[src/rtl/rvdec_pkg.sv]
// ----------------------------------------------------------------------------
// RV32I instruction decoder package
// Transaction types, major opcodes and operation codes shared by the decoder.
// ----------------------------------------------------------------------------
package rvdec_pkg;

  localparam int XLEN = 32;

  typedef struct packed {
    logic [XLEN-1:0] instruction;
    logic [XLEN-1:0] pc_address;
  } item_t;

  typedef struct packed {
    logic [5:0]             op_code;
    logic [4:0]             dest_reg;
    logic [4:0]             src1_reg;
    logic [4:0]             src2_reg;
    logic signed [XLEN-1:0] immediate;
    logic [XLEN-1:0]        target_address;
    logic [11:0]            csr_number;
  } result_t;

  localparam logic [6:0] OPC_LUI    = 7'h37;
  localparam logic [6:0] OPC_AUIPC  = 7'h17;
  localparam logic [6:0] OPC_JAL    = 7'h6f;
  localparam logic [6:0] OPC_JALR   = 7'h67;
  localparam logic [6:0] OPC_BRANCH = 7'h63;
  localparam logic [6:0] OPC_LOAD   = 7'h03;
  localparam logic [6:0] OPC_STORE  = 7'h23;
  localparam logic [6:0] OPC_ALUI   = 7'h13;
  localparam logic [6:0] OPC_ALUR   = 7'h33;
  localparam logic [6:0] OPC_SYS    = 7'h73;

  localparam logic [6:0] F7_ZERO = 7'h00;
  localparam logic [6:0] F7_ALT  = 7'h20;

  localparam logic [XLEN-1:0] WORD_ECALL  = 32'h0000_0073;
  localparam logic [XLEN-1:0] WORD_EBREAK = 32'h0010_0073;

  localparam logic [5:0] OP_ILLEGAL = 6'd0;
  localparam logic [5:0] OP_LUI     = 6'd1;
  localparam logic [5:0] OP_AUIPC   = 6'd2;
  localparam logic [5:0] OP_JAL     = 6'd3;
  localparam logic [5:0] OP_JALR    = 6'd4;
  localparam logic [5:0] OP_BEQ     = 6'd5;
  localparam logic [5:0] OP_BNE     = 6'd6;
  localparam logic [5:0] OP_BLT     = 6'd7;
  localparam logic [5:0] OP_BGE     = 6'd8;
  localparam logic [5:0] OP_BLTU    = 6'd9;
  localparam logic [5:0] OP_BGEU    = 6'd10;
  localparam logic [5:0] OP_LB      = 6'd11;
  localparam logic [5:0] OP_LH      = 6'd12;
  localparam logic [5:0] OP_LW      = 6'd13;
  localparam logic [5:0] OP_LBU     = 6'd14;
  localparam logic [5:0] OP_LHU     = 6'd15;
  localparam logic [5:0] OP_SB      = 6'd16;
  localparam logic [5:0] OP_SH      = 6'd17;
  localparam logic [5:0] OP_SW      = 6'd18;
  localparam logic [5:0] OP_ADDI    = 6'd19;
  localparam logic [5:0] OP_SLLI    = 6'd20;
  localparam logic [5:0] OP_SLTI    = 6'd21;
  localparam logic [5:0] OP_SLTIU   = 6'd22;
  localparam logic [5:0] OP_XORI    = 6'd23;
  localparam logic [5:0] OP_SRLI    = 6'd24;
  localparam logic [5:0] OP_SRAI    = 6'd25;
  localparam logic [5:0] OP_ORI     = 6'd26;
  localparam logic [5:0] OP_ANDI    = 6'd27;
  localparam logic [5:0] OP_ADD     = 6'd28;
  localparam logic [5:0] OP_SUB     = 6'd29;
  localparam logic [5:0] OP_SLL     = 6'd30;
  localparam logic [5:0] OP_SLT     = 6'd31;
  localparam logic [5:0] OP_SLTU    = 6'd32;
  localparam logic [5:0] OP_XOR     = 6'd33;
  localparam logic [5:0] OP_SRL     = 6'd34;
  localparam logic [5:0] OP_SRA     = 6'd35;
  localparam logic [5:0] OP_OR      = 6'd36;
  localparam logic [5:0] OP_AND     = 6'd37;
  localparam logic [5:0] OP_CSRRW   = 6'd38;
  localparam logic [5:0] OP_CSRRS   = 6'd39;
  localparam logic [5:0] OP_CSRRC   = 6'd40;
  localparam logic [5:0] OP_CSRRWI  = 6'd41;
  localparam logic [5:0] OP_CSRRSI  = 6'd42;
  localparam logic [5:0] OP_CSRRCI  = 6'd43;
  localparam logic [5:0] OP_ECALL   = 6'd44;
  localparam logic [5:0] OP_EBREAK  = 6'd45;

endpackage

[src/rtl/rv32i_instruction_decoder_top.sv]
// ----------------------------------------------------------------------------
// RV32I instruction decoder, top level
// Registers each instruction, decodes it and registers the result.
// ----------------------------------------------------------------------------
// One instruction is taken in every cycle that start is high, since busy is
// never raised. Its result appears on the result port, marked by done, after
// passing through the input register and then through the decode logic into
// the result register. Each result is shown for exactly one cycle and the
// receiver must take it then.
module rv32i_instruction_decoder_top
  import rvdec_pkg::*;
(
  input  logic    clk,
  input  logic    rst,
  input  logic    start,
  output logic    busy,
  input  item_t   item,
  output logic    done,
  output result_t result
);

  logic    stage_valid;
  item_t   stage_item;
  result_t decoded;

  assign busy = 1'b0;

  always_ff @(posedge clk) begin
    if (rst) begin
      stage_valid <= 1'b0;
      done        <= 1'b0;
    end else begin
      stage_valid <= start && !busy;
      done        <= stage_valid;
    end
  end

  always_ff @(posedge clk) begin
    if (start && !busy) begin
      stage_item <= item;
    end
    if (stage_valid) begin
      result <= decoded;
    end
  end

  rvdec_decode u_decode (
    .item   (stage_item),
    .result (decoded)
  );

`ifndef SYNTHESIS
  assert property (@(posedge clk) disable iff (rst)
    (start && !busy) |=> ##1 done)
    else $error("Accepted transaction gave no result two cycles later.");

  assert property (@(posedge clk) disable iff (rst)
    (done && result.target_address != '0) |->
      (result.op_code == OP_JAL || result.op_code == OP_BEQ ||
       result.op_code == OP_BNE || result.op_code == OP_BLT ||
       result.op_code == OP_BGE || result.op_code == OP_BLTU ||
       result.op_code == OP_BGEU))
    else $error("Target address set for an operation that is not a jump or branch.");

  assert property (@(posedge clk) disable iff (rst)
    (done && result.csr_number != 12'd0) |->
      (result.op_code >= OP_CSRRW && result.op_code <= OP_CSRRCI))
    else $error("CSR number set for an operation that is not a CSR access.");
`endif

endmodule

[src/rtl/rvdec_decode.sv]
// ----------------------------------------------------------------------------
// RV32I decode logic
// Classifies one instruction word and forms its immediate, branch or jump
// target and CSR number.
// ----------------------------------------------------------------------------
module rvdec_decode
  import rvdec_pkg::*;
(
  input  item_t   item,
  output result_t result
);

  logic [XLEN-1:0] w;
  logic [6:0]      opc;
  logic [2:0]      f3;
  logic [6:0]      f7;
  logic [XLEN-1:0] imm_i;
  logic [XLEN-1:0] imm_s;
  logic [XLEN-1:0] imm_b;
  logic [XLEN-1:0] imm_j;
  logic [XLEN-1:0] imm_u;
  logic [XLEN-1:0] imm_sh;
  logic [XLEN-1:0] imm_z;
  logic [5:0]      op;
  logic [XLEN-1:0] imm;
  logic            use_tgt;
  logic            use_csr;

  assign w   = item.instruction;
  assign opc = w[6:0];
  assign f3  = w[14:12];
  assign f7  = w[31:25];

  assign imm_i  = {{20{w[31]}}, w[31:20]};
  assign imm_s  = {{20{w[31]}}, w[31:25], w[11:7]};
  assign imm_b  = {{20{w[31]}}, w[7], w[30:25], w[11:8], 1'b0};
  assign imm_j  = {{12{w[31]}}, w[19:12], w[20], w[30:21], 1'b0};
  assign imm_u  = {12'b0, w[31:12]};
  assign imm_sh = {27'b0, w[24:20]};
  assign imm_z  = {27'b0, w[19:15]};

  always_comb begin
    op      = OP_ILLEGAL;
    imm     = '0;
    use_tgt = 1'b0;
    use_csr = 1'b0;
    case (opc)
      OPC_LUI: begin
        op  = OP_LUI;
        imm = imm_u;
      end
      OPC_AUIPC: begin
        op  = OP_AUIPC;
        imm = imm_u;
      end
      OPC_JAL: begin
        op      = OP_JAL;
        imm     = imm_j;
        use_tgt = 1'b1;
      end
      OPC_JALR: begin
        if (f3 == 3'd0) begin
          op  = OP_JALR;
          imm = imm_i;
        end
      end
      OPC_BRANCH: begin
        case (f3)
          3'd0:    op = OP_BEQ;
          3'd1:    op = OP_BNE;
          3'd4:    op = OP_BLT;
          3'd5:    op = OP_BGE;
          3'd6:    op = OP_BLTU;
          3'd7:    op = OP_BGEU;
          default: op = OP_ILLEGAL;
        endcase
        if (op != OP_ILLEGAL) begin
          imm     = imm_b;
          use_tgt = 1'b1;
        end
      end
      OPC_LOAD: begin
        case (f3)
          3'd0:    op = OP_LB;
          3'd1:    op = OP_LH;
          3'd2:    op = OP_LW;
          3'd4:    op = OP_LBU;
          3'd5:    op = OP_LHU;
          default: op = OP_ILLEGAL;
        endcase
        if (op != OP_ILLEGAL) begin
          imm = imm_i;
        end
      end
      OPC_STORE: begin
        case (f3)
          3'd0:    op = OP_SB;
          3'd1:    op = OP_SH;
          3'd2:    op = OP_SW;
          default: op = OP_ILLEGAL;
        endcase
        if (op != OP_ILLEGAL) begin
          imm = imm_s;
        end
      end
      OPC_ALUI: begin
        imm = imm_i;
        case (f3)
          3'd0: op = OP_ADDI;
          3'd1: begin
            imm = '0;
            if (f7 == F7_ZERO) begin
              op  = OP_SLLI;
              imm = imm_sh;
            end
          end
          3'd2: op = OP_SLTI;
          3'd3: op = OP_SLTIU;
          3'd4: op = OP_XORI;
          3'd5: begin
            imm = '0;
            if (f7 == F7_ZERO) begin
              op  = OP_SRLI;
              imm = imm_sh;
            end else if (f7 == F7_ALT) begin
              op  = OP_SRAI;
              imm = imm_sh;
            end
          end
          3'd6:    op = OP_ORI;
          default: op = OP_ANDI;
        endcase
      end
      OPC_ALUR: begin
        if (f7 == F7_ZERO) begin
          case (f3)
            3'd0:    op = OP_ADD;
            3'd1:    op = OP_SLL;
            3'd2:    op = OP_SLT;
            3'd3:    op = OP_SLTU;
            3'd4:    op = OP_XOR;
            3'd5:    op = OP_SRL;
            3'd6:    op = OP_OR;
            default: op = OP_AND;
          endcase
        end else if (f7 == F7_ALT) begin
          if (f3 == 3'd0) begin
            op = OP_SUB;
          end else if (f3 == 3'd5) begin
            op = OP_SRA;
          end
        end
      end
      OPC_SYS: begin
        if (w == WORD_ECALL) begin
          op = OP_ECALL;
        end else if (w == WORD_EBREAK) begin
          op = OP_EBREAK;
        end else begin
          case (f3)
            3'd1: begin
              op      = OP_CSRRW;
              use_csr = 1'b1;
            end
            3'd2: begin
              op      = OP_CSRRS;
              use_csr = 1'b1;
            end
            3'd3: begin
              op      = OP_CSRRC;
              use_csr = 1'b1;
            end
            3'd5: begin
              op      = OP_CSRRWI;
              use_csr = 1'b1;
              imm     = imm_z;
            end
            3'd6: begin
              op      = OP_CSRRSI;
              use_csr = 1'b1;
              imm     = imm_z;
            end
            3'd7: begin
              op      = OP_CSRRCI;
              use_csr = 1'b1;
              imm     = imm_z;
            end
            default: op = OP_ILLEGAL;
          endcase
        end
      end
      default: op = OP_ILLEGAL;
    endcase
  end

  assign result.op_code        = op;
  assign result.dest_reg       = w[11:7];
  assign result.src1_reg       = w[19:15];
  assign result.src2_reg       = w[24:20];
  assign result.immediate      = imm;
  assign result.target_address = use_tgt ? (item.pc_address + imm) : '0;
  assign result.csr_number     = use_csr ? w[31:20] : 12'd0;

endmodule

[config.mk]
export PLATFORM = sky130hd
export DESIGN_NAME = rv32i_instruction_decoder_top
export DESIGN_NICKNAME = d
export VERILOG_FILES = /design/src/rtl/rvdec_pkg.sv /design/src/rtl/rv32i_instruction_decoder_top.sv /design/src/rtl/rvdec_decode.sv
export SDC_FILE = /design/constraint.sdc
export NUM_CORES = 1
export LEC_CHECK = 0
export BUFFER_PORTS_ARGS = -buffer_cell sky130_fd_sc_hd__buf_2
export CAP_MARGIN = 20
export CORE_MARGIN = 4
export CORE_UTILIZATION = 59
export CTS_CLUSTER_SIZE = 40
export DETAILED_ROUTE_END_ITERATION = 8
export HOLD_SLACK_MARGIN = 0.05
export PLACE_DENSITY = 0.85
export SYNTH_ARGS = -nofsm -noshare
export SYNTH_HDL_FRONTEND = slang
export SYNTH_SLANG_ARGS = --single-unit
[constraint.sdc]
create_clock -name clk -period 7.9 [get_ports clk]
set_input_delay 2.37 -clock clk [delete_from_list [all_inputs] [get_ports clk]]
set_output_delay 2.37 -clock clk [all_outputs]
set_load 0.02 [all_outputs]
* Yosys cells after proc, flatten, opt, wreduce, memory -nomap -nowiden
Index checks and enable logic that the tools add are counted.
Widths: inputs -> output; s select.
** Operators by class
- Eq/ne operators :: 20
- Mux-type cells :: 38
- Reduce and logical (&&, ||, !) cells :: 8
- $add $sub $neg :: 1
** Operator list (number)
- $pmux 32 s8 :: 1
- $mux 32 :: 7
- $pmux 6 s7 :: 2
- $pmux 32 s2 :: 1
- $mux 6 :: 10
- $pmux 6 s10 :: 1
- $pmux 6 s6 :: 1
- $add 32x32->32 :: 1
- $eq 32x21->1 const B :: 1
- $eq 32x7->1 const B :: 1
- $eq 7x6->1 const B :: 4
- $eq 7x7->1 const B :: 4
- $mux 5 :: 5
- $pmux 4 s6 :: 1
- $pmux 4 s5 :: 1
- $reduce_bool 6->1 :: 3
- $pmux 5 s3 :: 1
- $eq 7x5->1 const B :: 2
- $eq 3x3->1 const B :: 4
- $eq 7x2->1 const B :: 1
- $logic_not 7->1 :: 1
- $eq 3x2->1 const B :: 2
- $reduce_or 6->1 :: 1
- $mux 1 :: 5
- 6 further kinds :: 6
** Storage, ports and cells
- Input port bits :: 67
- Word-level logic and storage cells :: 78
- Register bits :: 163

* Depth between registers and ports, before layout
Gate-level depths: netlist of run 1.
- Depth in word-level cells :: 7
- Mapped depth :: 17
- Mapped depth without buffers :: 16

* Modules after synthesis
From an unflattened synthesis of run 1, not the netlist that was laid out.
** Second synthesis, totals
- Cells, all modules :: 665
- Area total of the unflattened synthesis :: 8127.8 um2
** Modules (own cells, without submodules)
- rv32i_instruction_decoder_top :: area an instance 4898.4 um2, instances 1, sequential area each 4874.7 um2, cells each 167
- rvdec_decode :: area an instance 3229.3 um2, instances 1, sequential area each 0.0 um2, cells each 498

* Least setup slack after synthesis of run 1
Ideal clock, no wire load.
- Path type :: register -> register
- Start :: register stage_item[61] (netlist bit)
- End :: register result[38] (netlist bit), data pin
- Clock period less this slack :: 3967 ps
- Arrival time :: 3706 ps
- Path slack :: 3933 ps
- Cell stages (with the launch flop) :: 16
- Required time :: 7639 ps
- Path buffers :: 0
- Path through :: edfxtp_1 -> or4_1 -> nor3_2 -> nor2b_1 -> o21a_1 -> o221ai_1 -> o211ai_1 -> a221o_1 -> fa_1 -> a211o_1 -> a211oi_1 -> or4b_4 -> a211oi_4 -> o21a_1 -> o21ai_0 -> nor3b_2
** RTL lines
- start: declaration :: line rv32i_instruction_decoder_top.sv:23 : item_t stage_item;
- start signal: assignment :: line rv32i_instruction_decoder_top.sv:40 : stage_item <= item;
- end signal: assignment :: line rv32i_instruction_decoder_top.sv:43 : result <= decoded;
- end: declaration :: line rv32i_instruction_decoder_top.sv:19 : output result_t result

==> results.yml, run 1 <==
clock_tree:
  clk_path_buf_depth: 2
  cts_resized: 0
  clk-insertion-delay-late_ns: 0.43
  cts_post_setup_buffers_inserted: 0
  cts.clk_slew.worst_paths_ns: 0.06
  h-tree-depth: 4
  clkSinkCount: 152
  cts_tree: "done"
  cts_buffers: 17
  hold_buffers: 0
  clockRootBuffer: "clkbuf_16"
global_route:
  grt_pass1_wl_mm: 30.5
  antenna_found_initial: 0
  gr-total-overflow: 0
  grt_pass1_vias: 5665
  grt_start_max_net_pins: 88
  grt.total_usage_pct: 27.0
critical_path:
  worstSetupEndpointType: "flop"
  arrival_ns: 5.17
  path_cells: "nand4bb_1 > or2_1 > nor3_1 > a21oi_1 > nor2_1 > a221o_1 > ha_1 > a211o_1 > a211oi_1 > or4b_4 > a211oi_4 > o21a_1 > o21ai_0 > nor3b_2"
  crit_fanout: 12
  r2r-start: "stage_item[35]$_DFFE_PP_"
  startpoint: "stage_item[35]$_DFFE_PP_"
  crit_slowest_cell: "nor3_1"
  startpoint_type: "flop"
  crit_buf_inv: 0
  worstPathRequired_ns: 8.07
  max_stage_delay_ns: 1.01
  criticalPathCategory: "flop to flop"
  critPathTopFamily: "simple AND/OR/NAND/NOR gates"
place:
  pre_cts_ws_ns: 3.04
  portBuffers: 164
  place_inst: 924
  gp_congestion: 0.941
  hpwlAfterDp_mm: 14.2
synthesis:
  synth-simple-area-share_pct: 13.5
  synth_xor_area_share_pct: 1.82
  synth_compound_area_share_pct: 16.4
  syn_area_um2: 7680
  synth.top_cell.area_share_pct: 58.7
  synthFlopType: "edfxtp_1"
  synth-async-reset-ratio_pct: 0
  synth_nets: 718
  synth.ff_latch_count: 152
  synth_most_common_cell: "edfxtp_1"
  synth.avg_cell_area_um2: 12.4
  synthMuxAreaShare_pct: 0.929
  seq_area_frac_synth_pct: 59.2
  synth_top_area_cell: "edfxtp_1"
  synth_cells: 619
  yosysWarnings: 0
  synthTopCellsByCount: "edfxtp_1, nor2_1, a21oi_1, nand2_1, ha_1"
  yosys-top-cells-area: "edfxtp_1, ha_1, a21oi_1"
  synth_top_family_by_area: "compound AO/OA/AOI/OAI gates"
  synth-adder-area-share_pct: 5.44
  ys_types: 78
  synth_enable_flop_cells: 150
pwr:
  p_switching_mw: 0.533
  switching_share_pct: 27.1
  peakVddDrop_mv: 0.157
  power_frac_clock_pct: 38.9
  p_leak_nw: 3.58
  p_int_mw: 1.44
  p_seq_share_pct: 50.1
  power_frac_comb_pct: 11.0
  pwr_density_cell_nw_per_um2: 215
detailed_routing:
  wl_mm: 19.9
  wire_per_inst_um: 20.7
  drt_iter0_drc: 625
  avgViaCountPerCell: 6.32
  vias: 6057
  dr.pass1.iters: 5
  drc: 0
  ant_nets: 0
layout:
  drive_gt1_share_pct: 28.8
  diodes: 0
  final_cells: 958
  layout.nets: 872
  area_growth_pct: 19.4
sta:
  tns_ns: 0
  fin_worst_skew_ns: 0.00793
  slew_violations: 0
  timing_hold_violations_final: 0
  fmax_mhz: 200
  layout_min_cycle_time_ns: 5.00
  slew_headroom_pct: 18.5
  setup_viol: 0
  rsz0062_at_grt: "no"
  layout_worst_path_cycle_share_pct: 63.2
  worstMarginPinSlew_ns: 1.21
  fin_ws_ns: 2.90
min_path:
  hp-class: "flop to flop"
  hp-start: "stage_item[41]$_DFFE_PP_"
floorplan:
  rows: 41
  dieArea_um2: 14900
  core-area_um2: 12700
  dieWidth_um: 122
  die_h_um: 122
  start_util_pct: 60.6
  ios: 166
job:
  maxCapViolCount: 0
status:
  status: "finished, final reports clean"
power groups by stage:
stage	logic [mW]	clock network, mW	registers [mW]
after floorplan	0.102	0	1.03
after global placement	0.200	0	1.01
after detailed placement	0.204	0	1.01
after CTS	0.206	0.775	0.993
after global routing	0.233	0.813	0.990
final	0.217	0.767	0.987
state kept, by name, summed over array words and instances, names as in the netlist:
name and count:
result 86, stage_valid 1, stage_item 64, done 1
final timing paths:
kind	end	slack, ns	cells after the start
hold reg to reg	result[88]$_DFFE_PP_	0.51	0
setup / recovery	result[38]$_SDFFCE_PN0P_	2.90	14
setup reg to reg	result[38]$_SDFFCE_PN0P_	2.90	14
hold / removal	result[88]$_DFFE_PP_	0.51	0
through the flow:
| stage | util, % | instance area (µm²) | hold slack [ns] | total power [mW] |
|---|---|---|---|---|
| 2_1_floorplan | - | 7680 | 0.442 | 1.13 |
| 3_3_place_gp | 67.7 | 8570 | 0.465 | 1.21 |
| 3_5_place_dp | 67.7 | 8570 | 0.486 | 1.21 |
| 4_1_cts | 72.1 | 9130 | 0.501 | 1.97 |
| 5_1_grt | 72.4 | 9170 | 0.515 | 2.04 |
| 6_report | 72.4 | 9170 | 0.506 | 1.97 |
logic make-up (layout without fill, tap and decap cells):
kind of cell               count (synthesis)  count (layout)
and+or+nand+nor                          194             194
AOI/OAI and AO/OA                        174             174
DFF                                      152             152
buffers and inverters                     42             209
adders and majority gates                 33              33
xor gates and xnor gates                  16              16
muxes                                      7               7
other                                      1               1
per-layer routing:
metal | GRT usage (%) | vias to the layer above | share of wire, %
met1 | 34.5 | 2918 | 38
met2 | 45.9 | 352 | 51
met5 | 0 | - | 0
li1 | - | 2735 | -
met4 | 10.2 | 0 | 2.7
met3 | 5.29 | 52 | 8.3
final cells by class:
type / count / area, µm²
multi-input cells: 425 / 2930
clock inverters: 14 / 130
flip-flops and latches: 152 / 4550
fillers: 851 / 3500
repair buffers: 170 / 890
clock buffers: 18 / 429
well taps: 172 / 215
inverters: 7 / 26.3
cells in the final DEF, fill, tap and decap left out, types with 5 or more instances in the layout:
cell / count
edfxtp_1: 150
and3_1: 8
a221o_1: 14
nand2_1: 36
inv_1: 6
a21o_1: 22
nor4_1: 6
a22o_1: 10
a31oi_1: 7
xnor2_1: 8
nor3_1: 19
nand2b_1: 6
inv_6: 6
and2_1: 12
mux2i_1: 6
nor2b_1: 12
ha_1: 31
buf_2: 164
or3_1: 5
nand3_1: 13
a21oi_1: 35
clkbuf_16: 17
o21a_1: 12
xor2_1: 8
or2_2: 6
a211oi_1: 8
nor2_1: 43
o21ai_0: 22
(Power assumes the default switching activity.)
==> run 2, diff against run 1 <==
CORE_UTILIZATION = 55   (was 59)
PLACE_DENSITY = 0.8   (was 0.85)
clock period = 4.8 ns   (was 7.9 ns; I/O delays follow)
==> results.yml, run 2 (synthesis gave the netlist of run 1 again) <==
status:
  status: "finished, final reports clean"
detailed_routing:
  avgViaCountPerCell: 6.12
  drt_iter0_drc: 650
  drc: 0
  ant_nets: 0
  dr.pass1.iters: 6
  wire_per_inst_um: 20.7
  wl_mm: 20.3
  vias: 6001
sta:
  fmax_mhz: 221
  fin_worst_skew_ns: 0.00962
  layout_min_cycle_time_ns: 4.53
  rsz0062_at_grt: "no"
  slew_headroom_pct: 44.2
  worstMarginPinSlew_ns: 0.828
  timing_hold_violations_final: 0
  slew_violations: 0
  holdWs_ns: 0.495
  tns_ns: 0
  layout_worst_path_cycle_share_pct: 94.4
  setup_viol: 0
global_route:
  gr-total-overflow: 0
  grt.total_usage_pct: 25.8
  grt_start_max_net_pins: 88
  grt_pass1_vias: 5979
  antenna_found_initial: 0
  grt_pass1_wl_mm: 32.1
floorplan:
  ios: 166
  dieWidth_um: 126
  core-area_um2: 13500
  rows: 42
  die_h_um: 126
  dieArea_um2: 15900
  start_util_pct: 57.1
pwr:
  finalPower_mw: 3.36
  pwr_density_cell_nw_per_um2: 357
  peakVddDrop_mv: 0.323
  p_leak_nw: 3.70
clock_tree:
  cts_post_setup_buffers_inserted: 0
  h-tree-depth: 4
  cts_resized: 0
  hold_buffers: 0
  cts_tree: "done"
  clkSinkCount: 152
  clk-insertion-delay-late_ns: 0.43
  clockRootBuffer: "clkbuf_16"
  clk_path_buf_depth: 2
  cts_buffers: 17
  cts.clk_slew.worst_paths_ns: 0.07
critical_path:
  crit_fanout: 6
  startpoint_type: "flop"
  crit_buf_inv: 0
  cp_common_cell: "a221oi_1"
  arrival_ns: 4.72
  worstPathRequired_ns: 4.99
  criticalPathCategory: "flop to flop"
  path_cells: "or4_1 > nor3_2 > nor2b_1 > o21a_1 > o221ai_1 > o211ai_1 > a221o_1 > ha_1 > and2_1 > a221oi_1 > a21o_1 > a21oi_1 > a221oi_1 > o21ai_1 > mux2_2"
  crit_slowest_cell: "or4_1"
  max_stage_delay_ns: 0.57
  worstSetupEndpointType: "flop"
  critPathTopFamily: "compound AO/OA/AOI/OAI gates"
place:
  portBuffers: 164
  gp_congestion: 0.948
  hpwlAfterDp_mm: 15.0
  place_inst: 947
layout:
  diodes: 0
  top_register: "result"
  fillers: 971
  largestRegisters: "result x86, stage_item x64"
  layout_common_cells: "buf_2, edfxtp_1, nor2_1"
  area_growth_pct: 22.4
  layout.nets: 891
  largest_register_ffs: 86
  final_cells: 981
  final_common_cell: "buf_2"
  drive_gt1_share_pct: 30.7
job:
  maxCapViolCount: 0
min_path:
  hp-class: "flop to flop"
-- run 2: changes by cell type in the layout (fill, tap and decap cells not counted) --
cell,previous run,this run
nor3_1,19,18
buf_12,0,1
inv_8,2,3
clkinv_4,3,0
clkinv_2,1,0
clkbuf_1,1,0
clkinv_8,1,5
buf_6,1,0
bufinv_16,0,1
buf_4,4,23
inv_6,6,5
nor3_2,4,5
-- run 2: metrics by stage --
step | worst slack (ns) | utilization [%] | area, µm²
after detailed placement | 0.345 | 64.8 | 8720
after global placement | 0.441 | 64.8 | 8720
after global routing | 0.00400 | 69.8 | 9400
after floorplan | 0.833 | - | 7680
after CTS | 0.304 | 69.4 | 9340
final | 0.270 | 69.8 | 9400
-- run 2: layout make-up --
| class | count | area, µm² | area share (%) |
|---|---|---|---|
| clock buffer | 17 | 425 | 4.53 |
| clock inverter | 15 | 196 | 2.09 |
| inverter | 7 | 26.3 | 0.280 |
| multi-input combinational | 425 | 2940 | 31.3 |
| sequential | 152 | 4550 | 48.4 |
| tap | 176 | 220 | 2.34 |
| timing repair buffer | 189 | 1040 | 11.1 |
-- run 2: metal layers --
metal  track usage, %  vias to the layer above  wire length, µm
met5                0                        -                0
met3             6.05                       69             1500
met2             42.8                      313             9980
li1                 -                     2769                -
met4             11.4                        0              824
met1             32.3                     2850             8000
-- run 2: final timing paths --
kind,to,depth (start not counted),slack (ns),from
worst max-delay path,result[37]$_SDFFCE_PN0P_,15,0.27,stage_item[61]$_DFFE_PP_
worst min-delay path,result[90]$_DFFE_PP_,0,0.50,stage_item[43]$_DFFE_PP_
worst max register to register,result[37]$_SDFFCE_PN0P_,15,0.27,stage_item[61]$_DFFE_PP_
worst min register to register,result[90]$_DFFE_PP_,0,0.50,stage_item[43]$_DFFE_PP_
-- run 2: power by group --
group	internal, mW	leakage, nW	switching [mW]
clock	0.752	0.299	0.611
combinational	0.136	2.04	0.240
sequential	1.56	1.36	0.0609
-- run 2: worst register-to-register path, delay by kind of cell, from the launching register on --
kind	cells	cell delay, ns
compound gates	9	2.05
flops	1	0.44
fa+ha+maj	1	0.30
mux	1	0.29
simple gates	4	1.20
